[src/design/rrp_pkg.sv]
package rrp_pkg;

  // Default build values
  localparam int FRAME_LIMIT_DEF = 30;
  localparam int Q_DEPTH_DEF     = 2;

  // Fill index and position widths
  localparam int IDX_W = 5;
  localparam int CNT_W = IDX_W + 1;

  // Frame layout
  localparam int HDR_LEN   = 4;
  localparam int TAIL_MIN  = 8;
  localparam int RPT_FIRST = 8;
  localparam int RPT_LAST  = 14;
  localparam int RPT_LEN   = RPT_LAST - RPT_FIRST + 1;

  // Header and tail byte patterns, in arrival order
  localparam logic [7:0] HDR_B0  = 8'hF4;
  localparam logic [7:0] HDR_B1  = 8'hF3;
  localparam logic [7:0] HDR_B2  = 8'hF2;
  localparam logic [7:0] HDR_B3  = 8'hF1;
  localparam logic [7:0] TAIL_B0 = 8'hF8;
  localparam logic [7:0] TAIL_B1 = 8'hF7;
  localparam logic [7:0] TAIL_B2 = 8'hF6;
  localparam logic [7:0] TAIL_B3 = 8'hF5;

  typedef struct packed {
    logic [7:0] rx_byte;
  } in_item_t;

  typedef struct packed {
    logic [7:0]  target_state;
    logic [15:0] moving_distance;
    logic [7:0]  moving_level;
    logic [15:0] static_distance;
    logic [7:0]  static_level;
  } out_item_t;

  // Raw report bytes, entry 0 is frame offset 8
  typedef logic [RPT_LEN-1:0][7:0] rpt_bytes_t;

  // Front to queue
  typedef struct packed {
    logic       push;
    rpt_bytes_t bytes;
  } q_wr_t;

  // Queue to front and back
  typedef struct packed {
    logic       valid;
    logic       full;
    rpt_bytes_t bytes;
  } q_rd_t;

endpackage

[src/design/rrp_chan_if.sv]
// Input byte channel
interface rrp_in_if;
  logic             valid;
  logic             ready;
  rrp_pkg::in_item_t data;

  modport source (output valid, output data, input ready);
  modport sink   (input valid, input data, output ready);
endinterface

// Report channel
interface rrp_out_if;
  logic               valid;
  logic               ready;
  rrp_pkg::out_item_t data;

  modport source (output valid, output data, input ready);
  modport sink   (input valid, input data, output ready);
endinterface

[src/design/rrp_front.sv]
module rrp_front #(
  parameter int FRAME_LIMIT = rrp_pkg::FRAME_LIMIT_DEF
) (
  input  logic           clk,
  input  logic           rst_n,
  rrp_in_if.sink         in_chan,
  input  logic           q_full,
  output rrp_pkg::q_wr_t q_wr
);
  import rrp_pkg::*;

  logic [IDX_W-1:0]  fill_r, fill_nxt;
  logic [2:0][7:0]   hdr_r, hdr_nxt;   // frame offsets 0..2
  logic [2:0][7:0]   hist_r, hist_nxt; // last three bytes, entry 0 newest
  rpt_bytes_t        rpt_r, rpt_nxt;   // frame offsets 8..14

  logic              accept;
  logic [7:0]        rx;
  logic [IDX_W-1:0]  pos;
  logic [CNT_W-1:0]  n;
  logic [CNT_W-1:0]  n_eff;
  logic              hdr_ok;
  logic              tail_hit;

  assign in_chan.ready = !q_full;

  // Classify the incoming byte against the stored frame
  always_comb begin
    accept   = in_chan.valid && in_chan.ready;
    rx       = in_chan.data.rx_byte;
    pos      = ({1'b0, fill_r} >= CNT_W'(FRAME_LIMIT)) ? '0 : fill_r;
    n        = CNT_W'({1'b0, pos}) + CNT_W'(1);

    hdr_nxt  = hdr_r;
    if (pos < IDX_W'(3)) begin
      hdr_nxt[pos[1:0]] = rx;
    end
    hdr_ok   = (hdr_r[0] == HDR_B0) && (hdr_r[1] == HDR_B1) &&
               (hdr_r[2] == HDR_B2) && (rx == HDR_B3);

    // Bad header: drop the oldest byte and keep three
    n_eff    = n;
    if (n == CNT_W'(HDR_LEN) && !hdr_ok) begin
      hdr_nxt[0] = hdr_r[1];
      hdr_nxt[1] = hdr_r[2];
      hdr_nxt[2] = rx;
      n_eff      = CNT_W'(HDR_LEN - 1);
    end

    rpt_nxt  = rpt_r;
    if (pos >= IDX_W'(RPT_FIRST) && pos <= IDX_W'(RPT_LAST)) begin
      rpt_nxt[3'(pos - IDX_W'(RPT_FIRST))] = rx;
    end

    hist_nxt = {hist_r[1], hist_r[0], rx};

    tail_hit = (n_eff >= CNT_W'(TAIL_MIN)) &&
               (hist_r[2] == TAIL_B0) && (hist_r[1] == TAIL_B1) &&
               (hist_r[0] == TAIL_B2) && (rx == TAIL_B3);

    if (tail_hit || n_eff >= CNT_W'(FRAME_LIMIT)) begin
      fill_nxt = '0;
    end else begin
      fill_nxt = n_eff[IDX_W-1:0];
    end

    q_wr.push  = accept && tail_hit;
    q_wr.bytes = rpt_nxt;
  end

  // Parser state
  always_ff @(posedge clk) begin
    if (!rst_n) begin
      fill_r <= '0;
      hdr_r  <= '0;
      rpt_r  <= '0;
    end else if (accept) begin
      fill_r <= fill_nxt;
      hdr_r  <= hdr_nxt;
      rpt_r  <= rpt_nxt;
    end
  end

  // Byte history, no reset needed
  always_ff @(posedge clk) begin
    if (accept) begin
      hist_r <= hist_nxt;
    end
  end

endmodule

[src/design/rrp_queue.sv]
module rrp_queue #(
  parameter int DEPTH = rrp_pkg::Q_DEPTH_DEF
) (
  input  logic           clk,
  input  logic           rst_n,
  input  rrp_pkg::q_wr_t q_wr,
  input  logic           pop,
  output rrp_pkg::q_rd_t q_rd
);
  import rrp_pkg::*;

  localparam int PTR_W = (DEPTH > 1) ? $clog2(DEPTH) : 1;
  localparam int CT_W  = $clog2(DEPTH + 1);

  rpt_bytes_t        mem_r [DEPTH];
  logic [PTR_W-1:0]  wr_ptr_r, rd_ptr_r;
  logic [CT_W-1:0]   cnt_r;

  assign q_rd.valid = (cnt_r != '0);
  assign q_rd.full  = (cnt_r == CT_W'(DEPTH));
  assign q_rd.bytes = mem_r[rd_ptr_r];

  // Report storage
  always_ff @(posedge clk) begin
    if (q_wr.push) begin
      mem_r[wr_ptr_r] <= q_wr.bytes;
    end
  end

  // Pointers and occupancy
  always_ff @(posedge clk) begin
    if (!rst_n) begin
      wr_ptr_r <= '0;
      rd_ptr_r <= '0;
      cnt_r    <= '0;
    end else begin
      if (q_wr.push) begin
        wr_ptr_r <= (wr_ptr_r == PTR_W'(DEPTH - 1)) ? '0 : wr_ptr_r + PTR_W'(1);
      end
      if (pop) begin
        rd_ptr_r <= (rd_ptr_r == PTR_W'(DEPTH - 1)) ? '0 : rd_ptr_r + PTR_W'(1);
      end
      if (q_wr.push && !pop) begin
        cnt_r <= cnt_r + CT_W'(1);
      end else if (pop && !q_wr.push) begin
        cnt_r <= cnt_r - CT_W'(1);
      end
    end
  end

endmodule

[src/design/rrp_back.sv]
module rrp_back (
  input  logic           clk,
  input  logic           rst_n,
  input  rrp_pkg::q_rd_t q_rd,
  output logic           pop,
  rrp_out_if.source      out_chan
);
  import rrp_pkg::*;

  logic       out_valid_r;
  out_item_t  out_data_r;
  out_item_t  packed_item;

  // Assemble little-endian fields from raw frame bytes
  always_comb begin
    packed_item.target_state    = q_rd.bytes[0];
    packed_item.moving_distance = {q_rd.bytes[2], q_rd.bytes[1]};
    packed_item.moving_level    = q_rd.bytes[3];
    packed_item.static_distance = {q_rd.bytes[5], q_rd.bytes[4]};
    packed_item.static_level    = q_rd.bytes[6];
  end

  assign pop            = q_rd.valid && (!out_valid_r || out_chan.ready);
  assign out_chan.valid = out_valid_r;
  assign out_chan.data  = out_data_r;

  // Output register
  always_ff @(posedge clk) begin
    if (!rst_n) begin
      out_valid_r <= 1'b0;
    end else if (pop) begin
      out_valid_r <= 1'b1;
    end else if (out_chan.ready) begin
      out_valid_r <= 1'b0;
    end
  end

  always_ff @(posedge clk) begin
    if (pop) begin
      out_data_r <= packed_item;
    end
  end

endmodule

[src/design/radar_report_frame_parser.sv]
// Radar report frame parser.
// in_chan carries one received serial byte per request (rx_byte). The parser
// hunts for the header F4 F3 F2 F1, collects the frame and, when the tail
// F8 F7 F6 F5 arrives at eight or more bytes, issues one report request on
// out_chan with the target state, moving/static distance (little endian)
// and moving/static energy taken from frame offsets 8 to 14.
// Throughput: one byte per cycle; in_chan.ready is high whenever the report
// queue (Q_DEPTH entries) has room, so input never waits on the output unless
// Q_DEPTH + 1 reports are pending.
// After the tail byte is accepted, the report is written into the queue and
// then into the output register, which drives out_chan.valid.
// Reset (rst_n low, synchronous): the stored header and report bytes clear to
// zero, the fill restarts at offset zero and both queue and output register empty.
// When the receiver stalls, the current report holds on out_chan and later
// reports wait in the queue; once it fills, in_chan.ready drops.
module radar_report_frame_parser #(
  parameter int FRAME_LIMIT = rrp_pkg::FRAME_LIMIT_DEF,
  parameter int Q_DEPTH     = rrp_pkg::Q_DEPTH_DEF
) (
  input  logic      clk,
  input  logic      rst_n,
  rrp_in_if.sink    in_chan,
  rrp_out_if.source out_chan
);
  import rrp_pkg::*;

  q_wr_t q_wr;
  q_rd_t q_rd;
  logic  q_pop;

  rrp_front #(
    .FRAME_LIMIT (FRAME_LIMIT)
  ) u_front (
    .clk     (clk),
    .rst_n   (rst_n),
    .in_chan (in_chan),
    .q_full  (q_rd.full),
    .q_wr    (q_wr)
  );

  rrp_queue #(
    .DEPTH (Q_DEPTH)
  ) u_queue (
    .clk   (clk),
    .rst_n (rst_n),
    .q_wr  (q_wr),
    .pop   (q_pop),
    .q_rd  (q_rd)
  );

  rrp_back u_back (
    .clk      (clk),
    .rst_n    (rst_n),
    .q_rd     (q_rd),
    .pop      (q_pop),
    .out_chan (out_chan)
  );

  // Queue never written while full
  a_no_overflow: assert property (@(posedge clk) disable iff (!rst_n)
    q_wr.push |-> !q_rd.full)
    else $error("report queue overflow");

  // A pushed report is pending in the next cycle
  a_push_visible: assert property (@(posedge clk) disable iff (!rst_n)
    q_wr.push |=> q_rd.valid)
    else $error("pushed report lost");

  // Only pop an occupied queue
  a_no_underflow: assert property (@(posedge clk) disable iff (!rst_n)
    q_pop |-> q_rd.valid)
    else $error("report queue underflow");

  // Reset empties the output
  a_reset_idle: assert property (@(posedge clk)
    !rst_n |=> !out_chan.valid)
    else $error("output valid after reset");

endmodule
[src/flat_wrapper.sv]
// flat-port wrapper written by rule: the top's interface ports become plain ports
module radar_report_frame_parser_flat import rrp_pkg::*;
#(
  parameter int FRAME_LIMIT = rrp_pkg::FRAME_LIMIT_DEF,
  parameter int Q_DEPTH     = rrp_pkg::Q_DEPTH_DEF
)
  (clk, rst_n, in_chan_valid, in_chan_data, in_chan_ready, out_chan_valid, out_chan_data, out_chan_ready);
  rrp_in_if in_chan_i ();
  rrp_out_if out_chan_i ();
  input  logic clk;
  input  logic rst_n;
  input wire logic [$bits(in_chan_i.valid)-1:0] in_chan_valid;
  input wire logic [$bits(in_chan_i.data)-1:0] in_chan_data;
  output wire logic [$bits(in_chan_i.ready)-1:0] in_chan_ready;
  output wire logic [$bits(out_chan_i.valid)-1:0] out_chan_valid;
  output wire logic [$bits(out_chan_i.data)-1:0] out_chan_data;
  input wire logic [$bits(out_chan_i.ready)-1:0] out_chan_ready;
  assign in_chan_i.valid = in_chan_valid;
  assign in_chan_i.data = in_chan_data;
  assign in_chan_ready = in_chan_i.ready;
  assign out_chan_valid = out_chan_i.valid;
  assign out_chan_data = out_chan_i.data;
  assign out_chan_i.ready = out_chan_ready;
  radar_report_frame_parser #(.FRAME_LIMIT(FRAME_LIMIT), .Q_DEPTH(Q_DEPTH)) u_core (.clk(clk), .rst_n(rst_n), .in_chan(in_chan_i), .out_chan(out_chan_i));
endmodule
[config.mk]
export PLATFORM = sky130hd
export DESIGN_NAME = radar_report_frame_parser_flat
export DESIGN_NICKNAME = d
export VERILOG_FILES = /design/src/design/rrp_pkg.sv /design/src/design/rrp_chan_if.sv /design/src/design/rrp_front.sv /design/src/design/rrp_queue.sv /design/src/design/rrp_back.sv /design/src/design/radar_report_frame_parser.sv /design/src/flat_wrapper.sv
export SDC_FILE = /design/constraint.sdc
export NUM_CORES = 1
export LEC_CHECK = 0
export BUFFER_PORTS_ARGS = -buffer_cell sky130_fd_sc_hd__buf_2
export CORE_ASPECT_RATIO = 1.25
export CORE_MARGIN = 2
export CORE_UTILIZATION = 50
export CTS_CLUSTER_DIAMETER = 200
export DETAILED_ROUTE_END_ITERATION = 10
export HOLD_SLACK_MARGIN = 0.15
export MAX_ROUTING_LAYER = met4
export PLACE_DENSITY_LB_ADDON = 0.25
export SLEW_MARGIN = 10
export SYNTH_ARGS = -nofsm -noshare
export SYNTH_HDL_FRONTEND = slang
export SYNTH_SLANG_ARGS = --single-unit
export TNS_END_PERCENT = 20
[constraint.sdc]
create_clock -name clk -period 7 [get_ports clk]
set_input_delay 0.7 -clock clk [delete_from_list [all_inputs] [get_ports clk]]
set_output_delay 0.7 -clock clk [all_outputs]
set_load 0.01 [all_outputs]
# After elaboration in Yosys (flattened, before gate mapping)
# Memories as Yosys holds them, arrays and structs flattened. A register that Yosys moved wholly into a read port is not among the register bits.
# Cells that the tools add are included.
[word_totals]
mem_count = 1
ram_bits = 112
word_cells = 93
in_bits = 12
ff_bits = 114
[classes]
n_reduce_logical = 28
magnitude_cmp = 10
eq_ne = 10
n_addsub = 6
mux = 20
[memory_table]
columns = ["name", "depth", "word_bits", "rd", "rd_ports_with_merged_regs", "wr", "line", "source"]
rows = [
  ["u_core.u_queue.mem_r", 2, 56, 1, 1, 1, "rrp_queue.sv:15", "rpt_bytes_t mem_r [DEPTH];"],
]
[ops]
columns = ["operator", "n"]
rows = [
  ["$eq A8 B8 Y1 const B", 8],
  ["$bwmux W56", 1],
  ["$mux W56", 1],
  ["$mux W24", 2],
  ["$bwmux W24", 1],
  ["$demux W8 S3", 1],
  ["$demux W8 S2", 1],
  ["$logic_and A1 B1 Y1", 16],
  ["$mux W8", 2],
  ["$mux W5", 2],
  ["$reduce_bool A2 Y1", 4],
  ["$add A5 B1 Y6 const B", 1],
  ["$eq A6 B3 Y1 const B", 1],
  ["$ge A6 B4 Y1 const B", 1],
  ["$ge A6 B5 Y1 const B", 1],
  ["$mux W1", 6],
  ["$mux W6", 1],
  ["$ge A5 B4 Y1 const B", 1],
  ["$ge A5 B5 Y1 const B", 1],
  ["$le A5 B4 Y1 const B", 1],
  ["$logic_not A1 Y1", 5],
  ["$lt A5 B2 Y1 const B", 1],
  ["$lt A3 B4 Y1 const B", 1],
  ["$mux W2", 2],
  ["10 further kinds", 12],
]

# Depth between registers and ports, before layout
[logic_depth]
depth_word = 17
ltp_mapped = 13

# Cells and area by module
# A second synthesis with hierarchy kept.
[unflattened]
hier_cells = 804
hier_area_um2 = 10960.5
[modules_own_cells]
columns = ["mod", "area_each_um2", "cells_each", "instances", "seq_area_each_um2"]
rows = [
  ["rrp_front", 4958.5, 548, 1, 2422.3],
  ["rrp_queue", 4272.8, 196, 1, 3463.3],
  ["rrp_back", 1729.2, 60, 1, 1701.6],
]

# Least setup slack after synthesis
# Ideal clock, no wire load.
[synth_timing]
kind = "register -> register"
start = "register u_core.u_front.fill_r[1]"
end = "memory u_core.u_queue.mem_r[0][0] (netlist name) (enable)"
setup_slack_ns = 0.918
path_stages_with_launch = 10
period_less_slack_ns = 6.082
arrival_ns = 5.541
required_ns = 6.459
cell_sequence = "dfxtp_1 -> buf_4 -> nand4_1 -> nand2_1 -> inv_1 -> ha_1 -> o211a_1 -> o21ai_1 -> o2111ai_1 -> nor3_1"
[synth_between]
elab_chain_len = 14
[synth_rtl]
columns = ["element", "line", "source"]
rows = [
  ["start: declaration", "rrp_front.sv:12", "logic [IDX_W-1:0] fill_r, fill_nxt;"],
  ["start signal: assignment", "rrp_front.sv:78", "fill_r <= fill_nxt;"],
  ["$ge A5 B5 Y1", "rrp_front.sv:31", "pos = ({1'b0, fill_r} >= CNT_W'(FRAME_LIMIT)) ? '0 : fill_r;"],
  ["$mux W5 *", "rrp_front.sv:31", ""],
  ["$add A5 B1 Y6 *", "rrp_front.sv:32", "n = CNT_W'({1'b0, pos}) + CNT_W'(1);"],
  ["$eq A6 B3 Y1", "rrp_front.sv:43", "if (n == CNT_W'(HDR_LEN) && !hdr_ok) begin"],
  ["$logic_and A1 B1 Y1", "rrp_front.sv:43", ""],
  ["$mux W6 *", "rrp_front.sv:43", ""],
  ["$ge A6 B4 Y1 *", "rrp_front.sv:57", "tail_hit = (n_eff >= CNT_W'(TAIL_MIN)) &&"],
  ["$logic_and A1 B1 Y1 *", "rrp_front.sv:57", ""],
  ["$logic_and A1 B1 Y1 * (2 in a row)", "rrp_front.sv:58", "(hist_r[2] == TAIL_B0) && (hist_r[1] == TAIL_B1) &&"],
  ["$logic_and A1 B1 Y1 *", "rrp_front.sv:59", "(hist_r[0] == TAIL_B2) && (rx == TAIL_B3);"],
  ["$logic_and A1 B1 Y1 *", "rrp_front.sv:67", "q_wr.push = accept && tail_hit;"],
  ["$mux W1 *", "rrp_queue.sv:25", "if (q_wr.push) begin"],
  ["$mux W1 (not written as such) *", "rrp_queue.sv:26", "mem_r[wr_ptr_r] <= q_wr.bytes;"],
  ["end: declaration", "rrp_queue.sv:15", ""],
]
# Every way passes the cells marked *; elsewhere a longest branch is shown, timed or not.

==> out/results.tsv <==
stage	metric	value	unit
min_path	holdCritPathClass	reg -> reg	
die	dieArea	23500	sq um
critical_path	r2r_cells	10	
logic_synthesis	synth_edf_count	192	
routing	dr_total_vias	6327	
logic_synthesis	synthArstFlopShare	0	%
logic_synthesis	synth_xor_area_share	0.236	%
timing	finalSetupTns	0	ns
logic_synthesis	yosys.area.top_type	edfxtp_1	
power_and_ir_drop	max-vdd-ir-drop	282	uV
critical_path	required	7.15	ns
placement	dp_hpwl	11.8	mm
clock_network	cts_resized	0	
finish	drive_above_1_share	28.1	%
routing	drt.antenna.violating_nets	0	
routing	drtIter0Drc	456	
routing	firstDrtPassIters	4	
logic_synthesis	syn_area	11100	sq um
grt	first_global_vias	6043	
finish	fillers	1732	
routing	viasPerCell	5.45	
routing	drt_wl_total	19.7	mm
routing	post-route-drc-count	0	
run	drv_cap	0	
routing	wl_per_cell	17.0	um
grt	grt_max_degree	85	
critical_path	start_kind	register	
die	initial_utilization	50.5	%
clock_network	cts_tree	built	
clock_network	numClockSinks	282	
critical_path	end_kind	register	
power_and_ir_drop	power.density	361	nW/um^2
timing	slew_viol_final	0	
power_and_ir_drop	fin_total_pwr	4.51	mW
logic_synthesis	synth_most_common_cell	edfxtp_1	
timing	fmax	0.288	GHz
grt	grt_overflow	0	
die	die_w	138	um
logic_synthesis	yosys_register_bits	282	
clock_network	numCtsBuffers	27	
die	ios	70	
logic_synthesis	synth_top_family_by_area	simple AND/OR/NAND/NOR gates	
logic_synthesis	synthTopCellsByCount	edfxtp_1 (192), nor2_1 (119), mux2_2 (112), dfxtp_1 (90), nor3b_1 (57)	
critical_path	max_stage_delay	0.57	ns
logic_synthesis	syn_nets	818	
logic_synthesis	yosys.area.top_type_share	51.7	%
timing	tightest_slew	0.891	ns
timing	setup_viol	0	
clock_network	cts_root_buf	clkbuf_16	
logic_synthesis	avgSynthCellArea	13.9	sq um
clock_network	clk_pin_slew	0.06	ns
logic_synthesis	synth_compound_area_share	3.47	%
logic_synthesis	synth_simple_gate_area_share	13.0	%
logic_synthesis	synth_adder_area_share	0.561	%
timing	fin_skew	0.0104	ns
min_path	worstHoldPathCells	0	
finish	syn_to_final_growth	12.1	%
critical_path	crit_chain	nand4_1 > nand2_1 > inv_1 > ha_1 > o211a_1 > o21ai_1 > o2111ai_1 > nor2_1 > and2_2 > buf_4	
placement	gp_congestion	0.804	
timing	slew_headroom	40.4	%
critical_path	path_max_fanout	56	
grt	grtUsageTotal	17.6	%
die	rows	61	
clock_network	postCtsSetupBuffers	0	
grt	grt_pass1_wl	31.5	mm
finish	nets	873	
clock_network	h-tree-depth	1	
clock_network	cts.path.max_buffers	3	
critical_path	cp.arrival	3.62	ns
clock_network	cts_hold_buf	0	
timing	min_period_over_period	49.6	%
timing	hold_viol_final	0	
logic_synthesis	ys_warn_count	0	
timing	period_needed	3.47	ns
die	fp.coreArea	22100	sq um
logic_synthesis	synth_mux_area_share	12.0	%
die	die_h	171	um
timing	rsz0062_at_grt	no	
placement	io_buffers	69	
critical_path	rrSetupSlack	3.53	ns
finish	diodes	0	
critical_path	path_class	reg -> reg	
logic_synthesis	dominantRegCellSynth	edfxtp_1	
logic_synthesis	yosysSeqAreaShare	67.9	%
power_and_ir_drop	p_leak	4.42	nW
logic_synthesis	synth.top_cells.by_area	edfxtp_1 (52%), dfxtp_1 (16%), mux2_2 (11%)	
run_status	outcome	finished, final reports clean	
clock_network	clkLatencyLatePin	0.52	ns
grt	antenna_found_initial	0	
logic_synthesis	syn_inst	801	
critical_path	slowest_stage	buf_4	
logic_synthesis	synth_cell_types	49	
-- metrics by stage --
stage | hold slack (ns) | cell area, sq um | std cells | utilization (%) | setup slack, ns
after global placement | 0.424 | 11600 | 1110 | 52.8 | 3.60
after CTS | 0.441 | 12500 | 1160 | 56.6 | 3.53
after floorplan | 0.417 | 11100 | 801 | - | 0.918
final | 0.440 | 12500 | 1160 | 56.6 | 3.53
after global routing | 0.457 | 12500 | 1160 | 56.6 | 3.18
after detailed placement | 0.426 | 11600 | 1110 | 52.8 | 3.53
-- worst max-delay path: cells and delay by family, from the launching register on --
| kind | cells | cell delay, ns |
|---|---|---|
| flops | 1 | 0.54 |
| fa+ha+maj | 1 | 0.23 |
| compound gates | 3 | 0.86 |
| simple gates | 4 | 0.73 |
| buf+inv | 2 | 0.66 |
-- path summary, 6_finish.rpt --
check                                              from                                    end
setup / recovery  u_core.u_front.fill_r[1]$_SDFFE_PN0P_   u_core.u_queue.mem_r[1][4]$_DFFE_PP_
hold / removal    u_core.u_front.hist_nxt[11]$_DFFE_PP_  u_core.u_front.hist_nxt[19]$_DFFE_PP_
setup reg to reg  u_core.u_front.fill_r[1]$_SDFFE_PN0P_   u_core.u_queue.mem_r[1][4]$_DFFE_PP_
hold reg to reg   u_core.u_front.hist_nxt[11]$_DFFE_PP_  u_core.u_front.hist_nxt[19]$_DFFE_PP_
-- sequential cells by signal (all words and copies together) (netlist names) --
name                          cells
u_core.u_front.hdr_r             24
u_core.u_front.hist_nxt          16
u_core.u_queue.mem_r            112
u_core.u_front.fill_r             5
u_core.u_queue.wr_ptr_r           1
u_core.u_queue.rd_ptr_r           1
u_core.u_front.hist_r             8
u_core.u_front.rpt_r             56
u_core.u_back.out_chan.valid      1
u_core.u_queue.cnt_r              2
u_core.u_back.out_chan.data      56
-- power breakdown --
| group | internal, mW | leakage [nW] | switching (mW) | total [mW] |
|---|---|---|---|---|
| Clock | 0.769 | 0.400 | 0.599 | 1.37 |
| Sequential | 2.13 | 2.53 | 0.101 | 2.24 |
| Combinational | 0.367 | 1.49 | 0.539 | 0.907 |
| Total | 3.27 | 4.42 | 1.24 | 4.51 |
-- cells by family (layout without fill, tap and decap cells) --
family | count (synthesis) | count (layout)
AOI/OAI and AO/OA | 56 | 56
xor gates and xnor gates | 3 | 3
adders and majority gates | 5 | 5
buffers and inverters | 58 | 134
DFF | 282 | 282
muxes | 120 | 120
and+or+nand+nor | 277 | 277
-- per-layer routing --
metal,GRT usage (%),wire [um]
met2,28.8,9700
met1,23.1,8770
met3,2.34,845
met4,5.06,408
met5,-,0
-- final cells by class --
type	count	area (sq um)	share of cell area [%]
Sequential cell	282	7570	60.6
Multi-Input combinational cell	461	3290	26.3
Tap cell	283	354	2.83
Inverter	7	27.5	0.220
Clock buffer	37	764	6.12
Clock inverter	13	85.1	0.681
Timing Repair Buffer	77	405	3.24
-- cell usage in the layout (no fill, tap or decap), drive strengths merged, types with 2 or more instances in the layout --
cell,instances
a21boi,3
a21oi,2
a31oi,16
and2,3
and3,2
buf,77
clkbuf,37
clkinv,8
clkinvlp,5
dfxtp,90
edfxtp,192
ha,5
inv,7
mux2,112
mux2i,8
nand2,29
nand2b,2
nand3,23
nand4,5
nand4b,9
nor2,120
nor2b,11
nor3,6
nor3b,57
nor4,2
o2111ai,2
o211a,2
o21a,2
o21ai,22
o21bai,2
o2bb2ai,3
o31a,2
or3,2
or4b,2
xor2,2
(Power assumes the default switching activity.)
